File: src/rtl/cld_pkg.sv
// Shared codes and default sizes for the caching lock directory.
package cld_pkg;

  localparam int TABLE_ENTRIES_DEF = 64;
  localparam int CLIENT_COUNT_DEF  = 16;
  localparam int LOCK_ID_BITS_DEF  = 32;

  // Port widths fixed by the message format.
  localparam int ID_W     = 32;
  localparam int CLIENT_W = 4;
  localparam int MSG_W    = 2;
  localparam int STATUS_W = 2;

  localparam logic KIND_ACQUIRE = 1'b0;
  localparam logic KIND_RELEASE = 1'b1;

  localparam logic [MSG_W-1:0] MSG_REPLY  = 2'd0;
  localparam logic [MSG_W-1:0] MSG_REVOKE = 2'd1;
  localparam logic [MSG_W-1:0] MSG_RETRY  = 2'd2;

  localparam logic [STATUS_W-1:0] ST_OK    = 2'd0;
  localparam logic [STATUS_W-1:0] ST_RETRY = 2'd1;
  localparam logic [STATUS_W-1:0] ST_NOENT = 2'd2;
  localparam logic [STATUS_W-1:0] ST_FULL  = 2'd3;

endpackage

File: src/rtl/cld_ram.sv
// Generic single-write, single-read RAM with registered read data.
module cld_ram #(
  parameter int WIDTH = 8,
  parameter int DEPTH = 16
) (
  input  logic                     clk,
  input  logic                     we,
  input  logic [$clog2(DEPTH)-1:0] waddr,
  input  logic [WIDTH-1:0]         wdata,
  input  logic [$clog2(DEPTH)-1:0] raddr,
  output logic [WIDTH-1:0]         rdata
);

  logic [WIDTH-1:0] mem [DEPTH];

  always_ff @(posedge clk) begin
    if (we) begin
      mem[waddr] <= wdata;
    end
    rdata <= mem[raddr];
  end

endmodule

File: src/rtl/caching_lock_directory.sv
// Top level of the caching lock directory: request sequencer, table RAM and result register.
//
// The directory accepts one acquire or release request at a time and answers with one to
// three results: an optional revoke or retry callback (or both, retry first), then the
// reply, which always carries last = 1. Lock entries live in a single RAM and are filled
// from index 0 upward and never freed, so a fill count marks the valid entries and no
// clearing pass is needed after reset. A request scans the filled entries through the
// RAM read port, one entry per cycle, comparing each stored lock id with the shared
// comparator; the entry is then written back in the update state. A release that finds
// the lock then walks the waiter mask one bit per cycle to find the lowest waiter and
// whether another one waits, stopping at the second set bit or once no set bit remains.
// Each result then passes through the output register and waits there while the consumer
// holds rsp_stall. The next request is accepted while the final reply still waits in the
// output register. A request seen while the directory works is held off by req_stall. An
// acquire of an unknown lock with no free entry returns FULL.
module caching_lock_directory #(
  parameter int TABLE_ENTRIES = cld_pkg::TABLE_ENTRIES_DEF,
  parameter int CLIENT_COUNT  = cld_pkg::CLIENT_COUNT_DEF,
  parameter int LOCK_ID_BITS  = cld_pkg::LOCK_ID_BITS_DEF
) (
  input  logic                          clk,
  input  logic                          rst,
  // request channel
  input  logic                          req_valid,
  output logic                          req_stall,
  input  logic                          kind,
  input  logic [cld_pkg::ID_W-1:0]      lock_id,
  input  logic [cld_pkg::CLIENT_W-1:0]  client,
  // result channel
  output logic                          rsp_valid,
  input  logic                          rsp_stall,
  output logic [cld_pkg::MSG_W-1:0]     message,
  output logic [cld_pkg::CLIENT_W-1:0]  target_client,
  output logic [cld_pkg::ID_W-1:0]      about_lock,
  output logic [cld_pkg::STATUS_W-1:0]  status,
  output logic                          last
);

  import cld_pkg::*;

  // Only the low LOCK_ID_BITS of the 32-bit lock id take part in lookup.
  localparam int KEY_W  = (LOCK_ID_BITS < ID_W) ? LOCK_ID_BITS : ID_W;
  localparam int AW     = (TABLE_ENTRIES > 1) ? $clog2(TABLE_ENTRIES) : 1;
  localparam int CNT_W  = $clog2(TABLE_ENTRIES + 1);
  localparam int CIDX_W = (CLIENT_COUNT > 1) ? $clog2(CLIENT_COUNT) : 1;
  // Entry record: {lock, held, holder, revoke_sent, waiters}
  localparam int REC_W  = KEY_W + 1 + CLIENT_W + 1 + CLIENT_COUNT;

  localparam logic [2:0] S_IDLE = 3'd0;
  localparam logic [2:0] S_SCAN = 3'd1;
  localparam logic [2:0] S_ACT  = 3'd2;
  localparam logic [2:0] S_BITS = 3'd3;
  localparam logic [2:0] S_EMIT = 3'd4;

  logic [2:0]              state;
  logic [CNT_W-1:0]        count;
  logic [CNT_W-1:0]        ridx;
  logic                    pend;
  logic [AW-1:0]           pidx;
  logic [AW-1:0]           widx;

  logic                    kind_r;
  logic [KEY_W-1:0]        key_r;
  logic [CLIENT_W-1:0]     client_r;

  logic [REC_W-1:0]        rec;
  logic [CLIENT_COUNT-1:0] w_sh;
  logic [CIDX_W-1:0]       bidx;
  logic                    got_first;
  logic                    multi;
  logic [CLIENT_W-1:0]     first;

  logic                    p_a_v;
  logic [MSG_W-1:0]        p_a_msg;
  logic [CLIENT_W-1:0]     p_a_tgt;
  logic                    p_b_v;
  logic [STATUS_W-1:0]     p_status;

  // RAM side
  logic                    ram_we;
  logic [AW-1:0]           ram_raddr;
  logic [REC_W-1:0]        ram_rdata;
  logic [REC_W-1:0]        rec_next;

  // Decoded fields of the entry in hand
  logic [KEY_W-1:0]        rec_key;
  logic                    rec_held;
  logic [CLIENT_W-1:0]     rec_holder;
  logic                    rec_revoke;
  logic [CLIENT_COUNT-1:0] rec_waiters;
  logic [KEY_W-1:0]        rd_key;
  logic [CLIENT_COUNT-1:0] cbit;

  logic                    req_xfer;
  logic                    rsp_load;
  logic                    hit;
  logic                    scan_end;
  logic                    bits_done;

  assign {rec_key, rec_held, rec_holder, rec_revoke, rec_waiters} = rec;
  assign rd_key = ram_rdata[REC_W-1 -: KEY_W];

  // Clients at or above CLIENT_COUNT shift out and are never recorded as waiters.
  assign cbit = {{(CLIENT_COUNT-1){1'b0}}, 1'b1} << client_r;

  assign req_stall = (state != S_IDLE);
  assign req_xfer  = req_valid && !req_stall;
  assign rsp_load  = (state == S_EMIT) && (!rsp_valid || !rsp_stall);

  assign ram_raddr = ridx[AW-1:0];
  assign ram_we    = (state == S_ACT);
  assign hit       = pend && (rd_key == key_r);
  assign scan_end  = !pend && (ridx == count);
  assign bits_done = (w_sh == '0) || multi;

  // Updated entry record, written back in the update cycle.
  always_comb begin
    rec_next = rec;
    if (kind_r == KIND_ACQUIRE) begin
      if (rec_held) begin
        rec_next = {rec_key, 1'b1, rec_holder, 1'b1, rec_waiters | cbit};
      end else begin
        rec_next = {rec_key, 1'b1, client_r, 1'b0, rec_waiters & ~cbit};
      end
    end else begin
      rec_next = {rec_key, 1'b0, rec_holder, 1'b0, rec_waiters};
    end
  end

  cld_ram #(
    .WIDTH (REC_W),
    .DEPTH (TABLE_ENTRIES)
  ) u_table (
    .clk   (clk),
    .we    (ram_we),
    .waddr (widx),
    .wdata (rec_next),
    .raddr (ram_raddr),
    .rdata (ram_rdata)
  );

  always_ff @(posedge clk) begin
    if (rst) begin
      state     <= S_IDLE;
      count     <= '0;
      ridx      <= '0;
      pend      <= 1'b0;
      rsp_valid <= 1'b0;
      p_a_v     <= 1'b0;
      p_b_v     <= 1'b0;
      got_first <= 1'b0;
      multi     <= 1'b0;
    end else begin
      // Raise valid on a load; drop it once its transfer completes.
      if (rsp_load) begin
        rsp_valid <= 1'b1;
      end else if (rsp_valid && !rsp_stall) begin
        rsp_valid <= 1'b0;
      end

      unique case (state)
        S_IDLE: begin
          if (req_xfer) begin
            kind_r   <= kind;
            key_r    <= lock_id[KEY_W-1:0];
            client_r <= client;
            ridx     <= '0;
            pend     <= 1'b0;
            p_a_v    <= 1'b0;
            p_b_v    <= 1'b0;
            state    <= S_SCAN;
          end
        end

        S_SCAN: begin
          if (hit) begin
            rec   <= ram_rdata;
            widx  <= pidx;
            state <= S_ACT;
          end else if (scan_end) begin
            if (kind_r == KIND_RELEASE) begin
              p_status <= ST_NOENT;
              state    <= S_EMIT;
            end else if (count == CNT_W'(TABLE_ENTRIES)) begin
              p_status <= ST_FULL;
              state    <= S_EMIT;
            end else begin
              // Take the lowest free entry, cleared.
              rec   <= {key_r, {(REC_W-KEY_W){1'b0}}};
              widx  <= count[AW-1:0];
              count <= count + 1'b1;
              state <= S_ACT;
            end
          end else begin
            // Issue the next read while the previous one is compared.
            pend <= (ridx != count);
            pidx <= ridx[AW-1:0];
            if (ridx != count) begin
              ridx <= ridx + 1'b1;
            end
          end
        end

        S_ACT: begin
          if (kind_r == KIND_ACQUIRE) begin
            if (rec_held) begin
              p_status <= ST_RETRY;
              p_a_v    <= !rec_revoke;
              p_a_msg  <= MSG_REVOKE;
              p_a_tgt  <= rec_holder;
            end else begin
              p_status <= ST_OK;
            end
            state <= S_EMIT;
          end else begin
            p_status  <= ST_OK;
            w_sh      <= rec_waiters;
            bidx      <= '0;
            got_first <= 1'b0;
            multi     <= 1'b0;
            state     <= S_BITS;
          end
        end

        S_BITS: begin
          if (bits_done) begin
            p_a_v   <= got_first;
            p_a_msg <= MSG_RETRY;
            p_a_tgt <= first;
            p_b_v   <= multi;
            state   <= S_EMIT;
          end else begin
            if (w_sh[0]) begin
              if (got_first) begin
                multi <= 1'b1;
              end else begin
                got_first <= 1'b1;
                first     <= CLIENT_W'(bidx);
              end
            end
            w_sh <= w_sh >> 1;
            bidx <= bidx + 1'b1;
          end
        end

        S_EMIT: begin
          if (rsp_load) begin
            about_lock <= ID_W'(key_r);
            priority if (p_a_v) begin
              message       <= p_a_msg;
              target_client <= p_a_tgt;
              status        <= ST_OK;
              last          <= 1'b0;
              p_a_v         <= 1'b0;
            end else if (p_b_v) begin
              // Second callback of a release: revoke to the woken waiter.
              message       <= MSG_REVOKE;
              target_client <= p_a_tgt;
              status        <= ST_OK;
              last          <= 1'b0;
              p_b_v         <= 1'b0;
            end else begin
              message       <= MSG_REPLY;
              target_client <= client_r;
              status        <= p_status;
              last          <= 1'b1;
              state         <= S_IDLE;
            end
          end
        end

        default: begin
          state <= S_IDLE;
        end
      endcase
    end
  end

endmodule

File: config.mk
export PLATFORM = sky130hd
export DESIGN_NAME = caching_lock_directory
export DESIGN_NICKNAME = d
export VERILOG_FILES = /design/src/rtl/cld_pkg.sv /design/src/rtl/cld_ram.sv /design/src/rtl/caching_lock_directory.sv
export SDC_FILE = /design/constraint.sdc
export NUM_CORES = 2
export LEC_CHECK = 0
export BUFFER_PORTS_ARGS = -buffer_cell sky130_fd_sc_hd__buf_2
export CORE_MARGIN = 2
export CORE_UTILIZATION = 40
export CTS_CLUSTER_SIZE = 20
export DETAILED_ROUTE_END_ITERATION = 6
export SYNTH_ARGS = -nofsm -noshare
export SYNTH_HDL_FRONTEND = slang
export SYNTH_SLANG_ARGS = --single-unit
File: constraint.sdc
create_clock -name clk -period 7.5 [get_ports clk]
set_input_delay 0.375 -clock clk [delete_from_list [all_inputs] [get_ports clk]]
set_output_delay 0.375 -clock clk [all_outputs]
set_load 0.05 [all_outputs]
==> flow_results.org <==
** Run status
- The flow ran to the end, but the final reports show violations.
- Violations in the final reports :: capacitance limit

** Placement
- OpenSTA, run right after detailed placement, puts the worst setup slack at 2.89 ns.
- Final GP Congestion :: 0.822
- The HPWL after detailed placement is 194,000 um.
- The count of buffers added on input and output ports is 83.
- Post-place instance area :: 147,000 sq um

** Logic synthesis
- Most frequent cell after synthesis :: sky130_fd_sc_hd__edfxtp_1
- Synthesis inferred 3,709 register bits.
- Count of warnings emitted by yosys :: 0
- The synthesized design contains 3,632 enable-type register cells.
- Synthesized netlist cell count :: 5,613
- After synthesis the cells add up to 140,000 sq um.
- Of the synthesized area, sequential elements account for 0.790.
- Biggest area consumer among synthesized cells :: sky130_fd_sc_hd__edfxtp_1
- For this run, the leading register cell type out of synthesis is sky130_fd_sc_hd__edfxtp_1.
- In this run the mean area of a mapped cell was 24.9 sq um.
- Of all flip-flops after synthesis, the portion carrying an async set or reset was 0.
- Top cell types by occurrence after synthesis :: sky130_fd_sc_hd__edfxtp_1, sky130_fd_sc_hd__mux4_2, sky130_fd_sc_hd__clkbuf_1, sky130_fd_sc_hd__nor2_1, sky130_fd_sc_hd__nand2_1
- The share of synthesized area in the top cell type comes to 0.779.
- Synthesis instantiated 50 different standard cells from the library.
- Synthesized Nets :: 5,658
- Leading post-synthesis cells by cell area :: sky130_fd_sc_hd__edfxtp_1, sky130_fd_sc_hd__mux4_2, sky130_fd_sc_hd__dfxtp_1

** Final layout
- Layout cells sized above 1 :: 0.331
- With fillers left out, the area of the finished cells amounts to 160,000 sq um.
- Number of nets at the end of the flow :: 6,041
- Area overhead of the layout relative to synthesis :: 14.6%
- Once layout is complete, the utilization of the core stands at 0.460.

** Worst setup path
- Type of destination of the critical path :: flop
- For this run, the slowest stage of the critical path takes 1.16 ns.
- The slowest stage of the critical path belongs to the cell sky130_fd_sc_hd__nor3_1.
- The worst setup path is of the reg -> reg kind.
- Ordered cell list for the critical path :: inv_2, nor3_1, nand3b_1, nor2_4, buf_4
- Worst reg2reg path startpoint :: state[1]
- Launching element of the worst setup path :: state[1]
- Launching element type of the critical path :: flop
- Arrival time of the worst setup path :: 5.38 ns
- In this run the worst path has a maximum fanout of 19.
- For the worst setup path, the data required time is 8.07 ns.

** Detailed routing
- Detail-routed net length per standard cell :: 34.3 um
- Via count :: 64,300
- Wires add up to 374,000 um.
- The first detailed-routing pass took 5 iterations.
- For this run, design rule violations remaining after detail routing come to 0.
- Initial drt markers :: 8,952
- Number of nets with antenna violations after routing :: 0
- Post-detailed-route via-to-cell ratio :: 5.89

** Global route
- Entering global routing, the biggest net connects 139 pins.
- Overflow left after global routing :: 0
- Total global routing track utilization :: 0.209
- The first global-routing pass estimated 519,000 um of wire.
- Number of global-route vias before repair :: 65,300
- Number of antenna violations at the first check in global routing :: 7

** STA
- After routing, the total negative slack on setup checks comes to 0 ns.
- Based on the critical path, the design can be clocked at up to 0.208 GHz.
- Measured against its own limit, the worst slew margin works out to 0.00243.
- Number of max-slew violations in the final report :: 0
- Worst Setup Slack, final :: 2.69 ns
- Dividing the final minimum period by the clock period gives 0.641.
- Setup violations remaining at the end of the flow were counted as 0.
- Pin slew with the least headroom to its limit :: 1.48 ns
- Across the routed clock network, the largest skew measured is 0.0758 ns.
- Unrepaired setup endpoints after global routing :: false
- Subtracting the final worst setup slack from the clock period gives 4.81 ns.
- Hold violation total from the final report :: 0

** Clock tree
- Clock tree from TritonCTS :: yes
- The number of setup buffers added after CTS is 0.
- The root buffer cell chosen for the clock tree is sky130_fd_sc_hd__clkbuf_16.
- Worst-Skew Late Latency :: 0.97 ns
- Clock-pin slew was measured on the worst setup and hold paths at 0.06 ns.
- In this run the deepest clock path goes through 4 buffers.
- Sink Count :: 3,709
- The H-tree generated during clock tree synthesis spans 5 levels.
- Hold buffer count at CTS :: 39
- Buffers inserted during clock tree synthesis total 382.
- Post-CTS sizing :: 0

** Die
- Area of the placeable core :: 349,000 sq um
- The die covers 355,000 sq um.
- Number of placement rows :: 217
- Vertical die dimension :: 596 um
- Initial core utilization :: 0.401
- From left edge to right edge, the die measures 596 um.
- 84 I/O pins were placed.

** Pwr
- In this run the static leakage power is 47.8 nW.
- Cell Pwr Density :: 264 nW/um^2
- The worst-case IR drop observed on VDD is 0.000196 V.
- After layout, the design draws a total of 42.4 mW.

** Worst hold path
- The min-delay analysis places its worst path in the category in -> reg.
- Startpoint of the tightest hold check path :: rsp_stall

** Flow run
- The tool flagged a number of max-cap violations equal to 1.
==> worst max-delay path: cells and delay by family, from the launching register on <==
family        cells  cell delay (ns)
simple gates      3             3.08
buf+inv           2             0.74
flops             1             0.57
==> registers in the layout (all words and copies together), names as in the netlist, 4 cells and up <==
name           flops
key_r             32
pidx               6
u_table.mem     3456
target_client      4
u_table.rdata     54
client_r           4
ridx               7
bidx               4
widx               6
about_lock        32
p_a_tgt            4
rec               54
count              7
w_sh              16
first              4
==> stage by stage <==
step                instances  hold slack, ns
detailed placement      10200           0.459
finish                  10900          0.0837
floorplan                5613           0.406
CTS                     10900          0.0472
global route            10900          0.0296
global placement        10200           0.459
==> final timing paths <==
check | slack (ns) | to | depth (start not counted)
min reg2reg | 0.48 | first[3] | 0
max | 2.69 | u_table.mem[8][49] | 5
min | 0.08 | rsp_valid | 3
max reg2reg | 2.69 | u_table.mem[8][49] | 5
==> routing by layer <==
| metal | track usage | vias to the layer above | share of wire |
|---|---|---|---|
| met5 | 0 | - | 0 |
| met4 | 0.0609 | 0 | 0.031 |
| met3 | 0.0347 | 585 | 0.080 |
| met2 | 0.339 | 3096 | 0.49 |
| met1 | 0.293 | 35600 | 0.40 |
| li1 | - | 25000 | - |
==> where the power goes <==
part	total, mW	switching [mW]	internal [mW]
registers	22.7	0.0494	22.6
logic	0.442	0.340	0.102
clock network	19.2	8.02	11.2
total	42.4	8.41	33.9
==> cells in the final DEF (no fill, tap or decap), types with 10 or more instances in the layout <==
cell type and n:
sky130_fd_sc_hd__nor2_4 63, sky130_fd_sc_hd__clkinv_1 59, sky130_fd_sc_hd__buf_2 83, sky130_fd_sc_hd__nand2_1 98, sky130_fd_sc_hd__clkinv_2 65, sky130_fd_sc_hd__clkinv_16 14
sky130_fd_sc_hd__bufinv_16 43, sky130_fd_sc_hd__dfxtp_1 71, sky130_fd_sc_hd__clkbuf_8 23, sky130_fd_sc_hd__xnor2_1 10, sky130_fd_sc_hd__mux4_2 1134, sky130_fd_sc_hd__buf_4 179
sky130_fd_sc_hd__clkbuf_16 384, sky130_fd_sc_hd__xor2_1 36, sky130_fd_sc_hd__mux2_2 25, sky130_fd_sc_hd__nand3_1 14, sky130_fd_sc_hd__edfxtp_1 3632, sky130_fd_sc_hd__clkbuf_1 89
sky130_fd_sc_hd__inv_1 10, sky130_fd_sc_hd__nor2_1 38, sky130_fd_sc_hd__buf_12 22, sky130_fd_sc_hd__nor4_1 11, sky130_fd_sc_hd__and2_1 26, sky130_fd_sc_hd__dlygate4sd3_1 39
sky130_fd_sc_hd__a21oi_1 10
==> final cells by class <==
| class | instances | area [sq um] |
|---|---|---|
| multi-input combinational | 1568 | 28600 |
| antenna | 3 | 7.51 |
| clock buffer | 496 | 10300 |
| timing repair buffer | 324 | 2610 |
| tap | 4599 | 5750 |
| inverter | 11 | 41.3 |
| clock inverter | 207 | 2550 |
| fill | 28200 | 188000 |
| sequential | 3709 | 111000 |
==> kinds of logic after synthesis <==
group                      Yosys count  synth area share
DFF                               3709             0.790
muxes                             1164             0.185
buffers and inverters              336           0.00970
and+or+nand+nor                    313            0.0105
xor gates and xnor gates            47           0.00294
AOI/OAI and AO/OA                   40           0.00183
adders and majority gates            4          0.000357
No activity file was read; power rests on OpenSTA's default activity.
